$ cat src/hw/rtl/srd_pkg.sv
`timescale 1ns / 1ps
// ----------------------------------------------------------------------------
// srd_pkg: shared types and constants for the stitch record decoder
// Holds the request payload structs, the record framing codes and the
// balanced ternary digit helper.
// ----------------------------------------------------------------------------
package srd_pkg;

  localparam int HEADER_BYTES_DEF = 256;

  // Third record byte that marks the end of the pattern.
  localparam logic [7:0] END_RECORD = 8'hF3;

  typedef enum logic [1:0] {
    PH_FIRST  = 2'd0,
    PH_SECOND = 2'd1,
    PH_THIRD  = 2'd2
  } phase_t;

  typedef struct packed {
    logic [7:0] data_byte;
    logic       first_of_file;
    logic       last_of_file;
  } in_item_t;

  typedef struct packed {
    logic signed [7:0] move_x;
    logic signed [7:0] move_y;
    logic              trim_flag;
    logic              stop_flag;
    logic              end_flag;
    logic              last_of_run;
  } out_item_t;

  // One balanced ternary digit: +1, 0 or -1.
  function automatic logic signed [7:0] trit(input logic pos, input logic neg);
    logic signed [7:0] p;
    logic signed [7:0] n;
    p = signed'({7'd0, pos});
    n = signed'({7'd0, neg});
    return p - n;
  endfunction

  // Result item of the end-of-pattern stitch.
  function automatic out_item_t end_stitch(input logic last);
    out_item_t r;
    r.move_x      = '0;
    r.move_y      = '0;
    r.trim_flag   = 1'b0;
    r.stop_flag   = 1'b0;
    r.end_flag    = 1'b1;
    r.last_of_run = last;
    return r;
  endfunction

endpackage

$ cat src/hw/rtl/stitch_record_decoder_top.sv
`timescale 1ns / 1ps
// ----------------------------------------------------------------------------
// stitch_record_decoder_top: byte-serial stitch file decoder
// Skips the file header, frames three-byte records and decodes balanced
// ternary moves, trim/stop flags and the end of the pattern.
// ----------------------------------------------------------------------------
// The decoder takes one file byte per cycle and turns every third byte after
// the HEADER_BYTES header bytes into one stitch request, decoded in a single
// pass from the byte and the two held record bytes straight into the output
// register. A byte that ends the file without an end record also yields an
// end stitch, so one byte can give two requests; the second waits in a
// pending register, and the input stalls until it has been handed over.
// Otherwise the rate is one byte per cycle whenever the output side does
// not stall.
module stitch_record_decoder_top
  #(
    parameter int HEADER_BYTES = srd_pkg::HEADER_BYTES_DEF
  )
  (
    input  logic              clk,
    input  logic              rst_n,
    input  logic              in_valid,
    output logic              in_stall,
    input  srd_pkg::in_item_t in_data,
    output logic              out_valid,
    input  logic              out_stall,
    output srd_pkg::out_item_t out_data
  );

  import srd_pkg::*;

  localparam int HdrW = (HEADER_BYTES > 1) ? $clog2(HEADER_BYTES + 1) : 1;

  logic [HdrW-1:0] header_count_r, header_count_nxt;
  phase_t          phase_r, phase_nxt;
  logic [7:0]      byte0_r, byte0_nxt;
  logic [7:0]      byte1_r, byte1_nxt;
  logic            end_seen_r, end_seen_nxt;

  out_item_t out_r, out_nxt;
  logic      out_valid_r, out_valid_nxt;
  out_item_t pend_r, pend_nxt;
  logic      pend_valid_r, pend_valid_nxt;

  logic      in_acc;
  logic      out_take;
  logic [1:0] n_res;
  out_item_t res0;
  out_item_t res1;
  out_item_t stitch;

  logic [HdrW-1:0] hc;
  phase_t          ph;
  logic [7:0]      b0;
  logic [7:0]      b1;
  logic [7:0]      b2;
  logic            ended;

  assign in_stall  = pend_valid_r || (out_valid_r && out_stall);
  assign in_acc    = in_valid && !in_stall;
  assign out_take  = out_valid_r && !out_stall;
  assign out_valid = out_valid_r;
  assign out_data  = out_r;

  // State as seen by this byte, after a start-of-file restart.
  always_comb begin
    hc    = in_data.first_of_file ? '0 : header_count_r;
    ph    = in_data.first_of_file ? PH_FIRST : phase_r;
    b0    = in_data.first_of_file ? 8'd0 : byte0_r;
    b1    = in_data.first_of_file ? 8'd0 : byte1_r;
    ended = in_data.first_of_file ? 1'b0 : end_seen_r;
    b2    = in_data.data_byte;
  end

  always_comb begin
    stitch.move_x = trit(b0[0], b0[1]) + 8'sd3 * trit(b1[0], b1[1])
                  + 8'sd9 * trit(b0[2], b0[3]) + 8'sd27 * trit(b1[2], b1[3])
                  + 8'sd81 * trit(b2[2], b2[3]);
    stitch.move_y = trit(b0[7], b0[6]) + 8'sd3 * trit(b1[7], b1[6])
                  + 8'sd9 * trit(b0[5], b0[4]) + 8'sd27 * trit(b1[5], b1[4])
                  + 8'sd81 * trit(b2[5], b2[4]);
    stitch.trim_flag   = b2[7];
    stitch.stop_flag   = b2[6];
    stitch.end_flag    = 1'b0;
    stitch.last_of_run = !in_data.last_of_file;
  end

  // Framing and result selection for the byte on the input.
  always_comb begin
    header_count_nxt = hc;
    phase_nxt        = ph;
    byte0_nxt        = b0;
    byte1_nxt        = b1;
    end_seen_nxt     = ended;
    n_res            = 2'd0;
    res0             = end_stitch(1'b1);
    res1             = end_stitch(1'b1);

    if (!ended) begin
      if (hc < HdrW'(HEADER_BYTES)) begin
        header_count_nxt = hc + 1'b1;
      end else begin
        case (ph)
          PH_FIRST: begin
            byte0_nxt = b2;
            phase_nxt = PH_SECOND;
          end
          PH_SECOND: begin
            byte1_nxt = b2;
            phase_nxt = PH_THIRD;
          end
          default: begin
            phase_nxt = PH_FIRST;
            n_res     = 2'd1;
            if (b2 == END_RECORD) begin
              end_seen_nxt = 1'b1;
            end else begin
              res0 = stitch;
            end
          end
        endcase
      end

      // The file ends here: close it with an end stitch unless one was just made.
      if (in_data.last_of_file) begin
        if (!end_seen_nxt) begin
          if (n_res == 2'd0) begin
            n_res = 2'd1;
          end else begin
            n_res = 2'd2;
          end
        end
        end_seen_nxt = 1'b1;
      end
    end
  end

  // Output register with one pending slot for the second request of a byte.
  always_comb begin
    out_nxt        = out_r;
    out_valid_nxt  = out_valid_r;
    pend_nxt       = pend_r;
    pend_valid_nxt = pend_valid_r;
    if (in_acc) begin
      out_nxt        = res0;
      out_valid_nxt  = (n_res != 2'd0);
      pend_nxt       = res1;
      pend_valid_nxt = (n_res == 2'd2);
    end else if (out_take) begin
      out_nxt        = pend_r;
      out_valid_nxt  = pend_valid_r;
      pend_valid_nxt = 1'b0;
    end
  end

  always_ff @(posedge clk) begin
    if (!rst_n) begin
      header_count_r <= '0;
      phase_r        <= PH_FIRST;
      byte0_r        <= 8'd0;
      byte1_r        <= 8'd0;
      end_seen_r     <= 1'b0;
      out_valid_r    <= 1'b0;
      pend_valid_r   <= 1'b0;
    end else begin
      if (in_acc) begin
        header_count_r <= header_count_nxt;
        phase_r        <= phase_nxt;
        byte0_r        <= byte0_nxt;
        byte1_r        <= byte1_nxt;
        end_seen_r     <= end_seen_nxt;
      end
      out_valid_r  <= out_valid_nxt;
      pend_valid_r <= pend_valid_nxt;
    end
  end

  always_ff @(posedge clk) begin
    out_r  <= out_nxt;
    pend_r <= pend_nxt;
  end

endmodule
$ cat config.mk
export PLATFORM = sky130hd
export DESIGN_NAME = stitch_record_decoder_top
export DESIGN_NICKNAME = d
export VERILOG_FILES = /design/src/hw/rtl/srd_pkg.sv /design/src/hw/rtl/stitch_record_decoder_top.sv
export SDC_FILE = /design/constraint.sdc
export NUM_CORES = 1
export LEC_CHECK = 0
export BUFFER_PORTS_ARGS = -buffer_cell sky130_fd_sc_hd__buf_2
export CAP_MARGIN = 20
export CORE_ASPECT_RATIO = 0.8
export CORE_MARGIN = 2
export CORE_UTILIZATION = 64
export DETAILED_ROUTE_END_ITERATION = 12
export GPL_ROUTABILITY_DRIVEN = 0
export GPL_TIMING_DRIVEN = 0
export HOLD_SLACK_MARGIN = 0.03
export PLACE_DENSITY_LB_ADDON = 0.3
export REMOVE_ABC_BUFFERS = 1
export SYNTH_ARGS = -nofsm -noshare
export SYNTH_HDL_FRONTEND = slang
export SYNTH_SLANG_ARGS = --single-unit
$ cat constraint.sdc
create_clock -name clk -period 8.35 [get_ports clk]
set_input_delay 0.835 -clock clk [delete_from_list [all_inputs] [get_ports clk]]
set_output_delay 0.835 -clock clk [all_outputs]
set_load 0.01 [all_outputs]
=== After elaboration in Yosys (flattened, before gate mapping) ===
Index checks and enable logic that the tools add are counted.

* Register bits after elaboration: 50
* Input port bits: 14
* Output and inout port bits: 22

* Multiplexer cells: 39
* Order comparisons: 1
* Multiply operators: 8
* Eq/ne operators: 3
* $add $sub $neg: 19
* Reductions and logical operators: 12

{| class="wikitable"
|+ Operators by type and width
! kind !! number
|-
| 20-bit two-way mux || 6
|-
| 8-bit two-way mux || 8
|-
| 8-bit adder || 4
|-
| 9-bit two-way mux || 3
|-
| 1-bit by 1-bit subtractor with 2-bit output || 10
|-
| 6-bit by 7-bit adder with 8-bit output || 2
|-
| 6-bit by 2-bit multiplier with 8-bit output, first input constant || 2
|-
| 8-bit by 2-bit multiplier with 8-bit output, first input constant || 2
|-
| 2-bit two-way mux || 8
|-
| 5-bit by 2-bit multiplier with 7-bit output, first input constant || 2
|-
| 1-bit two-way mux || 13
|-
| 2-bit by 5-bit adder with 6-bit output || 2
|-
| 3-bit by 2-bit multiplier with 5-bit output, first input constant || 2
|-
| 9-bit by 1-bit adder with 9-bit output, second input constant || 1
|-
| 9-bit less-than comparator, second input constant || 1
|-
| 8-bit equality test, second input constant || 1
|-
| 2-bit zero test || 2
|-
| 2-bit case mux with 2 select lines || 1
|-
| 2-bit nonzero test || 2
|-
| 1-bit logical AND || 3
|-
| 1-bit zero test || 3
|-
| 2-bit by 1-bit equality test with 1-bit output, second input constant || 1
|-
| 2-bit equality test, second input constant || 1
|-
| 2-bit OR reduction || 1
|-
| 1-bit logical OR || 1
|}

=== Depth between registers and ports, before layout ===
* Depth after elaboration: 13
* Depth in mapped cells: 23
* Mapped depth without buffers: 20

=== Worst setup path before layout ===
No wires, ideal clock.

* Path type: in2reg
* Start: input port in_data[1] in the netlist's numbering
* End: register out_r (netlist bit out_data[11]), data pin
* Slack: 3332 ps
* Path buffers: 3
* Arrival: 4764 ps
* Stages: 18
* Cells stage by stage: buf_2 -> buf_2 -> clkbuf_1 -> nor2b_1 -> ha_1 -> inv_1 -> fa_1 -> fa_1 -> inv_1 -> fa_1 -> fa_1 -> inv_1 -> ha_1 -> o21ai_0 -> o21bai_1 -> a21oi_1 -> xnor2_1 -> nor2_1

* Cells in the longest elaborated chain, start to end: 12

{| class="wikitable"
|+ Ends and longest elaborated chain
! what !! line !! source
|-
| start: declaration || stitch_record_decoder_top.sv:24 || <nowiki>input srd_pkg::in_item_t in_data,</nowiki>
|-
| 8-bit two-way mux || stitch_record_decoder_top.sv:70 || <nowiki>b1 = in_data.first_of_file ? 8'd0 : byte1_r;</nowiki>
|-
| 1-bit by 1-bit subtractor with 2-bit output || srd_pkg.sv:41 || <nowiki>return p - n;</nowiki>
|-
| 3-bit by 2-bit multiplier with 5-bit output || stitch_record_decoder_top.sv:79 || <nowiki>stitch.move_y = trit(b0[7], b0[6]) + 8'sd3 * trit(b1[7], b1[6])</nowiki>
|-
| 2-bit by 5-bit adder with 6-bit output || stitch_record_decoder_top.sv:79 ||
|-
| 6-bit by 7-bit adder with 8-bit output || stitch_record_decoder_top.sv:80 || <nowiki>+ 8'sd9 * trit(b0[5], b0[4]) + 8'sd27 * trit(b1[5], b1[4])</nowiki>
|-
| 8-bit adder || stitch_record_decoder_top.sv:80 ||
|-
| 8-bit adder || stitch_record_decoder_top.sv:81 || <nowiki>+ 8'sd81 * trit(b2[5], b2[4]);</nowiki>
|-
| 20-bit two-way mux || stitch_record_decoder_top.sv:115 || <nowiki>if (b2 == END_RECORD) begin</nowiki>
|-
| 20-bit two-way mux || stitch_record_decoder_top.sv:103 || <nowiki>case (ph)</nowiki>
|-
| 20-bit two-way mux || stitch_record_decoder_top.sv:100 || <nowiki>if (hc < HdrW'(HEADER_BYTES)) begin</nowiki>
|-
| 20-bit two-way mux (*) || stitch_record_decoder_top.sv:99 || <nowiki>if (!ended) begin</nowiki>
|-
| 20-bit two-way mux (*) || stitch_record_decoder_top.sv:144 || <nowiki>if (in_acc) begin</nowiki>
|-
| end signal: assignment || stitch_record_decoder_top.sv:179 || <nowiki>out_r <= out_nxt;</nowiki>
|-
| end: declaration || stitch_record_decoder_top.sv:40 || <nowiki>out_item_t out_r, out_nxt;</nowiki>
|}

Every way passes the cells marked *; elsewhere a longest branch is shown, timed or not.
A chain may end at the register's enable or synchronous reset.

=== Final worst setup path ===
* Start: input port in_data[1] in the netlist's numbering
* End: register out_r (netlist bit out_data[18]), data pin

* Cells in the longest elaborated chain, start to end: 12

{| class="wikitable"
|+ Ends and longest elaborated chain
! what !! line !! source
|-
| 8-bit two-way mux || stitch_record_decoder_top.sv:70 ||
|-
| 1-bit by 1-bit subtractor with 2-bit output || srd_pkg.sv:41 ||
|-
| 3-bit by 2-bit multiplier with 5-bit output || stitch_record_decoder_top.sv:76 || <nowiki>stitch.move_x = trit(b0[0], b0[1]) + 8'sd3 * trit(b1[0], b1[1])</nowiki>
|-
| 2-bit by 5-bit adder with 6-bit output || stitch_record_decoder_top.sv:76 ||
|-
| 6-bit by 7-bit adder with 8-bit output || stitch_record_decoder_top.sv:77 || <nowiki>+ 8'sd9 * trit(b0[2], b0[3]) + 8'sd27 * trit(b1[2], b1[3])</nowiki>
|-
| 8-bit adder || stitch_record_decoder_top.sv:77 ||
|-
| 8-bit adder || stitch_record_decoder_top.sv:78 || <nowiki>+ 8'sd81 * trit(b2[2], b2[3]);</nowiki>
|-
| 20-bit two-way mux || stitch_record_decoder_top.sv:115 ||
|-
| 20-bit two-way mux || stitch_record_decoder_top.sv:103 ||
|-
| 20-bit two-way mux || stitch_record_decoder_top.sv:100 ||
|-
| 20-bit two-way mux (*) || stitch_record_decoder_top.sv:99 ||
|-
| 20-bit two-way mux (*) || stitch_record_decoder_top.sv:144 ||
|}

Marks and branches as above.

==> impl_summary.txt <==
----------------------------------------------------
[Outcome]
  Result of the run ... finished, final reports clean

[Finish]
  Area taken by flip-flops and latches ... between 1000 and 1500 um^2
  Number of fill cells ... roughly 500
  Total area of multi-input combinational cells ... 2680 um^2
  Area Overhead vs Synth ... 8.13%
  Fraction of final layout cells sized beyond drive strength 1 ... between 10 and 15%
  Number of inserted diodes ... 0
  Number of nets in the layout ... approximately 580

[Global route]
  Largest net degree at the start of global routing ... 40
  Grt met1 use ... between 30% and 40%
  Sum of overflow across all layers after global routing ... 0
  Global Route Usage Sum ... 23.6%
  Routing usage on met3 ... under 10%
  Met2 usage in global routing ... roughly two fifths
  Most crowded layer after global routing ... met2
  Number of global-route vias before repair ... 2942
  First-pass GRT wire length ... 13400 um
  Number of antenna violations at the first check in global routing ... 0

[Worst setup path]
  Buffer and inverter count on the worst path ... 5
  Maximum fanout encountered on the critical timing path ... 39
  Worst setup path startpoint ... in_data[1]
  Worst setup path class ... primary input to register
  FF-to-FF Start ... byte0_r[3]
  Worst endpoint required time ... around 8.4 ns
  Chain of cells forming the critical path ... buf_2 -> nor3b_1 -> xor2_1 -> ha_1 -> inv_1 -> fa_1 -> inv_1 -> fa_1 -> fa_1 -> ha_1 -> inv_1 -> fa_1 -> inv_1 -> a21o_1 -> a21oi_1 -> xor2_1 -> nor2_1
  Nature of the critical path startpoint ... primary input
  Slowest cell on crit path ... sky130_fd_sc_hd__nor3b_1
  Arrival time worst endpoint ... about 5 ns
  Family of cells with the greatest summed delay on the critical path ... adder cells
  Largest stage delay, worst path ... between 0.8 and 0.9 ns
  Critical path endpoint category ... register

[Timing]
  Unrepaired setup endpoints after global routing ... false
  Endpoints failing setup ... 0
  Worst clock skew on the final layout ... between 0.008 and 0.009 ns
  Worst-case hold slack ... slightly below 0.5 ns
  Final worst path period need ... about 5.0 ns
  Worst slew pin tran ... roughly 0.90 ns
  Setup TNS Final ... 0 ns
  Worst slew margin ... roughly two fifths
  Max-slew violation count ... 0
  Maximum frequency from static timing analysis ... 200 MHz
  Final hold viol count ... 0
  Ratio of final minimum period to clock period ... approximately 60%
  Worst path setup slack after routing ... between 3 and 4 ns

[Floorplan]
  Count of boundary I/O pins ... 36
  Die height ... ~77 um
  Initial cell density of the core ... roughly two thirds
  Core area ... ~6400 um^2
  Area enclosed by the die boundary ... ~7300 um^2
  Die boundary width ... ~95 um
  Number of rows in the core area ... 26

[Pwr]
  Maximum resistive drop on vdd ... 0.0997 mV
  Ratio of total power to cell area ... 108 nW/um^2
  Leakage component of the power ... between 2 and 2.5 nW

[Routing]
  DRC ... 0
  Vias/cell ... about 5.4
  Via count ... ~3.0k
  Violation count after the first detailed-routing iteration ... roughly 130
  Antenna violation net count after detailed routing ... 0
  Wirelength per Cell ... approximately 14 um
  First drt pass iteration count ... 4
  Total Wirelength ... 7740 um

[Run]
  Number of violations of the max-capacitance limit ... 0

[Synth]
  Most numerous cell types in the synthesized netlist ... 74 x sky130_fd_sc_hd__inv_1, 55 x sky130_fd_sc_hd__ha_1, 47 x sky130_fd_sc_hd__nor2_1
  EDFF count, synth ... 20
  Synth async-reset ratio ... 0%
  Per-instance average area after synthesis ... approximately 9.5 um^2
  Mapped Cells ... approximately 440
  Seq/Total Area, Yosys ... approximately 28%
  Number of register bits inferred by synthesis ... 50
  Yosys cell types ... 52
  Dominant cells by area after synthesis ... sky130_fd_sc_hd__ha_1 16%, sky130_fd_sc_hd__fa_1 15%, sky130_fd_sc_hd__dfxtp_1 14%, sky130_fd_sc_hd__edfxtp_1 14%, sky130_fd_sc_hd__inv_1 6.6%
  Netlist area before placement ... 4220 um^2
  Synth Warn # ... 0
  Cell type with the largest total area after synthesis ... sky130_fd_sc_hd__ha_1
  Post-synth top area share ... about 16%
  Primary FF master, synth ... sky130_fd_sc_hd__dfxtp_1
  Most frequent cell after synthesis ... sky130_fd_sc_hd__inv_1

[Clock network]
  Root buf cell ... sky130_fd_sc_hd__clkbuf_8
  Num Clock Sinks ... 50
  Post-CTS setup-driven buffer insertion count ... 0
  H-tree Lvls ... 2
  CTS Buffer Depth ... 2
  TritonCTS clock tree ... yes
  Gates resized, CTS repair ... 0
  Number of hold buffers added after cts ... 0
  Clock transition at path regs ... 0.09 ns
  Total clock buffers created by CTS ... 5
  Clock latency of the later-clocked register in the worst-skew pair ... approximately 0.31 ns

[Placement]
  IO buf count ... 35
  DP HPWL ... 6260 um
  Post-Place Setup Slack ... 3.02 ns

[Hold path]
  Class of the worst hold path ... register to register
  Source of the worst hold timing path ... pend_valid_r

----------------------------------------------------
-- logic make-up (layout without fill, tap and decap cells) --
logic type | count (synthesis) | count (layout) | synth area share (%)
AND/OR/NAND/NOR | 120 | 120 | 14.8
adder cells (fa/ha/maj) | 86 | 86 | 31.0
buffers and inverters | 85 | 119 | 7.92
AO/OA/AOI/OAI | 69 | 69 | 10.4
flip-flops | 50 | 50 | 28.5
XOR/XNOR | 30 | 30 | 6.56
multiplexers | 3 | 3 | 0.742
-- worst paths after layout --
check                       to  slack, ns  depth (start not counted)
hold reg to reg   pend_valid_r       0.49                          2
hold / removal    pend_valid_r       0.49                          2
setup / recovery  out_data[18]       3.36                         17
setup reg to reg  out_data[18]       3.90                         16
-- worst min-delay path, cell delays in order, from the launching register on --
cell and delay, ns:
sky130_fd_sc_hd__dfxtp_1 0.34, sky130_fd_sc_hd__nand2_1 0.06, sky130_fd_sc_hd__a21oi_1 0.05
-- per-stage QoR --
step                      std cells  instance area [um^2]  total power, mW  utilization (%)
after floorplan                 434                  4170            0.308                -
after global placement          553                  4450            0.329             69.8
after detailed placement        553                  4450            0.332             69.8
after CTS                       561                  4560            0.495             71.5
after global routing            561                  4560            0.516             71.5
final                           561                  4560            0.492             71.5
-- layout by cell type, fill, tap and decap left out, types with 16 or more instances in the layout --
cell and n:
sky130_fd_sc_hd__a22oi_1 16, sky130_fd_sc_hd__buf_2 35, sky130_fd_sc_hd__a21oi_1 18, sky130_fd_sc_hd__fa_1 31, sky130_fd_sc_hd__dfxtp_1 30, sky130_fd_sc_hd__xnor2_1 19
sky130_fd_sc_hd__inv_1 74, sky130_fd_sc_hd__nand2_1 16, sky130_fd_sc_hd__nor2_1 47, sky130_fd_sc_hd__edfxtp_1 20, sky130_fd_sc_hd__ha_1 55
-- flip-flops by register name, summed over array words and instances, names as in the netlist --
| signal | flops |
|---|---|
| out_valid | 1 |
| byte0_r | 8 |
| header_count_r | 9 |
| byte1_r | 8 |
| pend_valid_r | 1 |
| out_data | 20 |
| end_seen_r | 1 |
| phase_r | 2 |
-- power by group --
part / internal [mW] / total [mW] / switching [mW] / leakage, nW
sequential: 0.259 / 0.262 / 0.00231 / 0.444
clock: 0.0796 / 0.166 / 0.0861 / 0.0588
combinational: 0.0243 / 0.0644 / 0.0401 / 1.67
total: 0.363 / 0.492 / 0.129 / 2.17
-- cell type report --
type / count / area share (%)
inverters: 76 / 6.26
multi-input cells: 308 / 58.8
clock buffers: 6 / 2.06
clock inverters: 2 / 0.384
flip-flops and latches: 50 / 26.3
well taps: 84 / 2.30
repair buffers: 35 / 3.84
-- layer usage --
metal	up-vias	wire, um
li1	1524	-
met1	1432	3690
met2	72	3630
met3	5	362
met4	0	63
met5	-	0
Power figures use the tool's default switching activity.
